--- src/hdl/keyed_count_table_macros.svh ---
// Assertion helpers used by the RTL.
`ifndef KEYED_COUNT_TABLE_MACROS_SVH
`define KEYED_COUNT_TABLE_MACROS_SVH

// Same-cycle implication, disabled in reset.
`define KCT_ASSERT_NOW(lbl, ante, cons, msg) \
  lbl: assert property (@(posedge clk_i) disable iff (!rst_ni) (ante) |-> (cons)) \
    else $error(msg);

// Next-cycle implication, disabled in reset.
`define KCT_ASSERT_NEXT(lbl, ante, cons, msg) \
  lbl: assert property (@(posedge clk_i) disable iff (!rst_ni) (ante) |=> (cons)) \
    else $error(msg);

`endif

--- src/hdl/kct_pkg.sv ---
`timescale 1ns / 1ps

package kct_pkg;

  localparam int ENTRIES_DEF   = 32;
  localparam int KEY_BYTES_DEF = 8;

  localparam int KEY_IN_W = 64;
  localparam int CNT_W    = 8;
  localparam int STAT_W   = 3;
  localparam int USED_W   = 6;

  localparam logic ACT_ADD    = 1'b0;
  localparam logic ACT_REMOVE = 1'b1;

  typedef enum logic [STAT_W-1:0] {
    STAT_ADD_NEW  = 3'd0,
    STAT_ADD_OLD  = 3'd1,
    STAT_FULL     = 3'd2,
    STAT_EMPTY    = 3'd3,
    STAT_MISSING  = 3'd4,
    STAT_TOO_MANY = 3'd5,
    STAT_REMOVED  = 3'd6
  } status_e;

  typedef enum logic [2:0] {
    S_IDLE,
    S_SCAN,
    S_MOVE_RD,
    S_MOVE_WR,
    S_RESP
  } state_e;

endpackage

--- src/hdl/keyed_count_table.sv ---
// A request is accepted in idle and, unless an add finds the table full or a remove
// finds it empty, scans the occupied entries until the key is found (all of them
// when absent); a deletion that frees a slot other than the last moves the last entry in.
// The input stalls from acceptance until the result is loaded into the output registers.
// Reset clears the occupancy count and the control state; the stores are not cleared.
`timescale 1ns / 1ps
`include "keyed_count_table_macros.svh"

module keyed_count_table #(
  parameter int ENTRIES   = kct_pkg::ENTRIES_DEF,
  parameter int KEY_BYTES = kct_pkg::KEY_BYTES_DEF
) (
  input  logic                      clk_i,
  input  logic                      rst_ni,
  input  logic                      in_valid_i,
  output logic                      in_stall_o,
  input  logic                      action_i,
  input  logic [kct_pkg::KEY_IN_W-1:0] item_key_i,
  input  logic [kct_pkg::CNT_W-1:0] amount_i,
  output logic                      out_valid_o,
  input  logic                      out_stall_i,
  output logic [kct_pkg::STAT_W-1:0] status_o,
  output logic                      entry_deleted_o,
  output logic [kct_pkg::CNT_W-1:0] new_count_o,
  output logic [kct_pkg::USED_W-1:0] entries_used_o
);
  import kct_pkg::*;

  localparam int KEY_W = KEY_BYTES * 8;
  localparam int IDX_W = $clog2(ENTRIES);
  localparam int OCC_W = $clog2(ENTRIES + 1);

  state_e            state_q, state_d;
  logic [OCC_W-1:0]  occ_q, occ_d;
  logic              act_q, act_d;
  logic [KEY_W-1:0]  key_q, key_d;
  logic [CNT_W-1:0]  amt_q, amt_d;
  logic [OCC_W-1:0]  ia_q, ia_d;
  logic              cv_q, cv_d;
  logic [IDX_W-1:0]  ci_q, ci_d;
  logic [IDX_W-1:0]  pos_q, pos_d;
  status_e           rstat_q, rstat_d;
  logic              rdel_q, rdel_d;
  logic [CNT_W-1:0]  rcnt_q, rcnt_d;

  logic              out_vld_q, out_vld_d;
  status_e           ostat_q, ostat_d;
  logic              odel_q, odel_d;
  logic [CNT_W-1:0]  ocnt_q, ocnt_d;
  logic [USED_W-1:0] oused_q, oused_d;

  logic              mem_we, mem_re;
  logic [IDX_W-1:0]  mem_waddr, mem_raddr;
  logic [KEY_W-1:0]  mem_wkey, rd_key;
  logic [CNT_W-1:0]  mem_wcnt, rd_cnt;

  logic              hit;
  logic [CNT_W-1:0]  sum_add, diff_rem;
  logic              out_free;

  kct_store #(
    .DEPTH (ENTRIES),
    .KEY_W (KEY_W)
  ) u_store (
    .clk_i   (clk_i),
    .we_i    (mem_we),
    .waddr_i (mem_waddr),
    .wkey_i  (mem_wkey),
    .wcnt_i  (mem_wcnt),
    .re_i    (mem_re),
    .raddr_i (mem_raddr),
    .rkey_o  (rd_key),
    .rcnt_o  (rd_cnt)
  );

  assign hit      = cv_q && (rd_key == key_q);
  assign sum_add  = rd_cnt + amt_q;
  assign diff_rem = rd_cnt - amt_q;
  assign out_free = !out_vld_q || !out_stall_i;

  assign in_stall_o = (state_q != S_IDLE);

  always_ff @(posedge clk_i or negedge rst_ni) begin
    if (!rst_ni) begin
      state_q   <= S_IDLE;
      occ_q     <= '0;
      cv_q      <= 1'b0;
      out_vld_q <= 1'b0;
    end else begin
      state_q   <= state_d;
      occ_q     <= occ_d;
      cv_q      <= cv_d;
      out_vld_q <= out_vld_d;
    end
  end

  always_ff @(posedge clk_i) begin
    act_q   <= act_d;
    key_q   <= key_d;
    amt_q   <= amt_d;
    ia_q    <= ia_d;
    ci_q    <= ci_d;
    pos_q   <= pos_d;
    rstat_q <= rstat_d;
    rdel_q  <= rdel_d;
    rcnt_q  <= rcnt_d;
    ostat_q <= ostat_d;
    odel_q  <= odel_d;
    ocnt_q  <= ocnt_d;
    oused_q <= oused_d;
  end

  always_comb begin
    state_d   = state_q;
    occ_d     = occ_q;
    act_d     = act_q;
    key_d     = key_q;
    amt_d     = amt_q;
    ia_d      = ia_q;
    cv_d      = 1'b0;
    ci_d      = ci_q;
    pos_d     = pos_q;
    rstat_d   = rstat_q;
    rdel_d    = rdel_q;
    rcnt_d    = rcnt_q;
    out_vld_d = out_vld_q && out_stall_i;
    ostat_d   = ostat_q;
    odel_d    = odel_q;
    ocnt_d    = ocnt_q;
    oused_d   = oused_q;
    mem_we    = 1'b0;
    mem_waddr = pos_q;
    mem_wkey  = key_q;
    mem_wcnt  = amt_q;
    mem_re    = 1'b0;
    mem_raddr = ia_q[IDX_W-1:0];

    case (state_q)
      S_IDLE: begin
        if (in_valid_i) begin
          act_d   = action_i;
          key_d   = item_key_i[KEY_W-1:0];
          amt_d   = amount_i;
          ia_d    = '0;
          rdel_d  = 1'b0;
          rcnt_d  = '0;
          if (action_i == ACT_ADD && occ_q == OCC_W'(ENTRIES)) begin
            rstat_d = STAT_FULL;
            state_d = S_RESP;
          end else if (action_i == ACT_REMOVE && occ_q == '0) begin
            rstat_d = STAT_EMPTY;
            state_d = S_RESP;
          end else begin
            state_d = S_SCAN;
          end
        end
      end

      S_SCAN: begin
        if (hit) begin
          if (act_q == ACT_ADD) begin
            mem_we    = 1'b1;
            mem_waddr = ci_q;
            mem_wcnt  = sum_add;
            rstat_d   = STAT_ADD_OLD;
            rcnt_d    = sum_add;
            state_d   = S_RESP;
          end else if (amt_q > rd_cnt) begin
            rstat_d = STAT_TOO_MANY;
            state_d = S_RESP;
          end else if (diff_rem != '0) begin
            mem_we    = 1'b1;
            mem_waddr = ci_q;
            mem_wcnt  = diff_rem;
            rstat_d   = STAT_REMOVED;
            rcnt_d    = diff_rem;
            state_d   = S_RESP;
          end else if (OCC_W'(ci_q) == occ_q - OCC_W'(1)) begin
            occ_d   = occ_q - OCC_W'(1);
            rstat_d = STAT_REMOVED;
            rdel_d  = 1'b1;
            state_d = S_RESP;
          end else begin
            pos_d   = ci_q;
            state_d = S_MOVE_RD;
          end
        end else if (ia_q < occ_q) begin
          mem_re    = 1'b1;
          mem_raddr = ia_q[IDX_W-1:0];
          ia_d      = ia_q + OCC_W'(1);
          cv_d      = 1'b1;
          ci_d      = ia_q[IDX_W-1:0];
        end else if (act_q == ACT_ADD) begin
          mem_we    = 1'b1;
          mem_waddr = occ_q[IDX_W-1:0];
          mem_wkey  = key_q;
          mem_wcnt  = amt_q;
          occ_d     = occ_q + OCC_W'(1);
          rstat_d   = STAT_ADD_NEW;
          rcnt_d    = amt_q;
          state_d   = S_RESP;
        end else begin
          rstat_d = STAT_MISSING;
          state_d = S_RESP;
        end
      end

      S_MOVE_RD: begin
        mem_re    = 1'b1;
        mem_raddr = occ_q[IDX_W-1:0] - IDX_W'(1);
        state_d   = S_MOVE_WR;
      end

      S_MOVE_WR: begin
        mem_we    = 1'b1;
        mem_waddr = pos_q;
        mem_wkey  = rd_key;
        mem_wcnt  = rd_cnt;
        occ_d     = occ_q - OCC_W'(1);
        rstat_d   = STAT_REMOVED;
        rdel_d    = 1'b1;
        state_d   = S_RESP;
      end

      S_RESP: begin
        if (out_free) begin
          out_vld_d = 1'b1;
          ostat_d   = rstat_q;
          odel_d    = rdel_q;
          ocnt_d    = rcnt_q;
          oused_d   = USED_W'(occ_q);
          state_d   = S_IDLE;
        end
      end

      default: begin
        state_d = S_IDLE;
      end
    endcase
  end

  assign out_valid_o     = out_vld_q;
  assign status_o        = ostat_q;
  assign entry_deleted_o = odel_q;
  assign new_count_o     = ocnt_q;
  assign entries_used_o  = oused_q;

  `KCT_ASSERT_NOW(a_occ_bound, 1'b1, occ_q <= OCC_W'(ENTRIES), "occupancy above table size")
  `KCT_ASSERT_NEXT(a_occ_step, 1'b1, (occ_q == $past(occ_q)) || (occ_q == $past(occ_q) + OCC_W'(1)) || (occ_q == $past(occ_q) - OCC_W'(1)), "occupancy moved by more than one")
  `KCT_ASSERT_NOW(a_idle_no_write, state_q == S_IDLE, !mem_we, "store written while idle")
  `KCT_ASSERT_NOW(a_del_zero, out_vld_q && odel_q, ocnt_q == '0 && ostat_q == STAT_REMOVED, "deletion with nonzero count")

endmodule

--- src/hdl/kct_store.sv ---
`timescale 1ns / 1ps

module kct_store #(
  parameter int DEPTH = 32,
  parameter int KEY_W = 64,
  localparam int IDX_W = $clog2(DEPTH)
) (
  input  logic                    clk_i,
  input  logic                    we_i,
  input  logic [IDX_W-1:0]        waddr_i,
  input  logic [KEY_W-1:0]        wkey_i,
  input  logic [kct_pkg::CNT_W-1:0] wcnt_i,
  input  logic                    re_i,
  input  logic [IDX_W-1:0]        raddr_i,
  output logic [KEY_W-1:0]        rkey_o,
  output logic [kct_pkg::CNT_W-1:0] rcnt_o
);
  import kct_pkg::*;

  logic [KEY_W-1:0] key_mem [DEPTH];
  logic [CNT_W-1:0] cnt_mem [DEPTH];

  always_ff @(posedge clk_i) begin
    if (we_i) begin
      key_mem[waddr_i] <= wkey_i;
      cnt_mem[waddr_i] <= wcnt_i;
    end
  end

  always_ff @(posedge clk_i) begin
    if (re_i) begin
      rkey_o <= key_mem[raddr_i];
      rcnt_o <= cnt_mem[raddr_i];
    end
  end

endmodule

--- config.mk ---
export PLATFORM = sky130hd
export DESIGN_NAME = keyed_count_table
export DESIGN_NICKNAME = d
export VERILOG_FILES = /design/src/hdl/kct_pkg.sv /design/src/hdl/keyed_count_table.sv /design/src/hdl/kct_store.sv
export VERILOG_INCLUDE_DIRS = /design/src /design/src/hdl
export SDC_FILE = /design/constraint.sdc
export NUM_CORES = 2
export LEC_CHECK = 0
export BUFFER_PORTS_ARGS = -buffer_cell sky130_fd_sc_hd__clkbuf_2
export CORE_MARGIN = 3
export CORE_UTILIZATION = 40
export DETAILED_ROUTE_END_ITERATION = 7
export PLACE_DENSITY = 0.66
export RECOVER_POWER = 25
export SYNTH_ARGS = -nofsm -noshare
export SYNTH_HDL_FRONTEND = slang
export SYNTH_SLANG_ARGS = --single-unit
--- constraint.sdc ---
create_clock -name clk_i -period 8.4 [get_ports clk_i]
set_input_delay 0.84 -clock clk_i [delete_from_list [all_inputs] [get_ports clk_i]]
set_output_delay 0.84 -clock clk_i [all_outputs]
set_load 0.03 [all_outputs]
==> reports/qor.yml <==
vias_per_cell: 5.75
hp-class: "input pin to flip-flop"
cts_hold_buf: 1
port_buffers: 96
area_delta_synth_final_pct: 12.8
hpwl_mm: 139
finalHoldViolCount: 0
clkTransAtPathRegs_ns: 0.06
ctsLongestPathBuffers: 3
ctsResizeCount: 0
ys_async_sr_fraction_pct: 0.439
r2r_setup_slack_ns: 1.67
yosys_warnings: 0
slew_violations: 686
final_layout_size_suffix_gt1_share_pct: 23.9
nets: 5027
final_cell_count_no_fill: 8332
wl_per_cell_microns: 29.1
start_util_pct: 40.3
cts_buffers: 239
dieArea_sq_mm: 0.252
grt-ovfl-total: 0
syn-instance-count: 4698
fill_cells: 20190
crit_path_start: "state_q[1]"
cts_tree: "done"
min_period_over_period_pct: 80.1
failed_checks: "max-capacitance violations, max-slew violations"
rsz0062_at_grt: "no"
rr_startpoint: "state_q[1]"
drv_cap: 19
finalSetupViolCount: 0
avgSynthCellArea_sq_um: 21.0
drc: 0
rows: 181
finalWirelength_mm: 242
max_freq_ghz: 0.149
ant_nets: 0
worstPathRequired_ns: 8.76
hold_slack_ns: 0.191
layout_min_cycle_time_ns: 6.73
fin_skew_ns: 0.0900
drt_iter0_drc: 5514
ir_drop_uv: 245
clkLatencyLatePin_ns: 0.90
antenna_found_initial: 15
worstPathMaxFanout: 66
cts_sinks: 2506
cp-start-kind: "flip-flop"
grt_pass1_wl_mm: 350
crit_end: "u_store.key_mem[30][55]"
cp.arrival_ns: 7.08
grt_pass1_vias: 48371
seq_area_frac_synth_pct: 76.3
crit_type: "flip-flop to flip-flop"
reg2reg_depth: 6
htreeDepth: 4
num_io_pins: 97
cts_setup_buffers: 0
coreArea_sq_mm: 0.244
power.density_mw_per_mm2: 311
synth_fp_nets: 4801
min-delay-start: "amount_i[5]"
die_width_microns: 502
synth_edf_count: 2495
ys_seq_elements: 2506
relSlewSlack_pct: -204
grt_usage_pct: 19.1
synth.cell_area_sq_mm: 0.0985
die_y_microns: 502
endpoint_kind: "flip-flop"
worstMarginPinSlew_ns: 4.55
r2r_end: "u_store.key_mem[30][55]"
dr.pass1.iters: 5
dpl.cell_count: 7884
clockRootBuffer: "clkbuf_16"
leakage_nw: 35.0
grt_start_max_net_pins: 133
vias: 47869
gp_congestion: 0.861
status: "finished with violations"
synth-main-ff-cell: "edfxtp_1"
synthDistinctLibCells: 75
-- cell usage in the layout (no fill, tap or decap), types with 33 or more instances in the layout --
cell type and instances:
mux4_2 576, edfxtp_1 2495, buf_4 90, a21oi_1 108, o21ai_1 33, nand2_1 271, mux2i_1 151, clkinv_1 63
xor2_1 44, mux2_2 145, o21ai_0 57, clkinv_2 39, clkbuf_16 240, nor2_1 133, clkbuf_1 168, o211ai_1 80
-- worst min path at each step --
stage | end | slack (ns) | cells past startpoint
floorplan | entry_deleted_o | 0.40 | 0
global route | amt_q[6] | 0.15 | 1
CTS | amt_q[5] | 0.12 | 1
detailed placement | new_count_o[1] | 0.41 | 0
global placement | new_count_o[0] | 0.41 | 0
finish | amt_q[5] | 0.19 | 1
-- routing by layer --
metal  up-vias  wire (microns)  global-route usage, %
met1     25737           97600                   26.6
li1      19842               -                      -
met5         -              26                      0
met4         4            8050                   6.10
met2      1961          119000                   31.2
met3       325           17500                   2.92
-- state kept, by name, summed over array words and instances, names as in the netlist --
name and cells:
status_o 3, act_q 1, key_q 64, out_valid_o 1
occ_q 6, ci_q 5, cv_q 1, rstat_q 3
entries_used_o 6, rcnt_q 8, u_store.key_mem 2048, u_store.rcnt_o 8
ia_q 6, amt_q 8, state_q 3, rdel_q 1
entry_deleted_o 1, u_store.rkey_o 64, pos_q 5, u_store.cnt_mem 256
new_count_o 8
-- final cells by class --
class	count	area, sq um	share of cell area [%]
antenna	3	7.51	0.00676
inverter	31	116	0.105
sequential	2506	75200	67.7
tap	3202	4010	3.60
timing repair buffer	231	1590	1.43
multi-input combinational	1915	22400	20.1
clock inverter	147	1600	1.44
clock buffer	297	6230	5.61
-- synth_stat cells (3+ instances only) --
library cell  number  area share [%]
a211o_1            3           0.027
a211oi_1           8           0.061
a21o_1             4           0.030
a21oi_1          113            0.57
a31oi_1            4           0.025
and3_1             6           0.038
buf_1             21           0.080
buf_2            125            0.64
clkbuf_1          96            0.37
dfrtp_1           11            0.28
edfxtp_1        2495              76
ha_1              24            0.30
inv_1             31            0.12
mux2_2           152             1.7
mux2i_1          151             1.5
mux4_2           576              13
nand2_1          271             1.0
nand2b_1          22            0.14
nand3_1           15           0.076
nand4_1           16            0.10
nand4b_1           3           0.027
nor2_1           133            0.51
nor2b_1           28            0.18
nor3_1            26            0.13
nor3_2             8           0.081
nor3b_1           16            0.12
nor4_1            16            0.10
nor4b_1            3           0.027
o2111ai_1          7           0.062
o211ai_1          80            0.61
o21a_1             4           0.030
o21ai_0           60            0.30
o21ai_1           33            0.17
o21bai_1           3           0.023
o22ai_1            6           0.038
or2_2              3           0.019
or3_1              3           0.019
xnor2_1           31            0.28
xor2_1            44            0.39
-- report_power, final --
group	switching, mW	leakage (nW)	internal (mW)	total (mW)
logic	5.29	8.60	3.54	8.83
registers	0.217	22.6	14.9	15.1
clock network	4.61	3.79	6.06	10.7
-- metrics by stage --
step                area [sq um]  setup TNS (ns)  power, mW  setup WS [ns]  util [%]
finish                    111000               0       34.6           1.67      45.5
global route              111000               0       35.9           1.32      45.5
CTS                       111000               0       34.9           2.53      45.6
detailed placement        103000               0       24.3           2.52      42.4
global placement          103000               0       24.2           2.70      42.4
floorplan                  98500         -330.43       21.4         -0.380         -
-- worst max-delay path: stages, from the launching register on --
cell,delay [ns]
dfrtp_1,0.80
inv_1,0.44
nor2_1,0.43
clkbuf_1,2.61
nand2_1,0.18
nand2_1,0.18
clkbuf_1,1.44
-- cell families (layout without fill, tap and decap cells) --
group / count (synthesis) / in the layout / share of synthesized area, %
compound gates: 352 / 352 / 2.22
xor+xnor: 75 / 75 / 0.667
fa+ha+maj: 26 / 26 / 0.346
buf+inv: 277 / 706 / 1.23
flops: 2506 / 2506 / 76.3
mux: 879 / 879 / 16.4
other cells: 0 / 3 / 0
simple gates: 583 / 583 / 2.75
(Power assumes the default switching activity.)
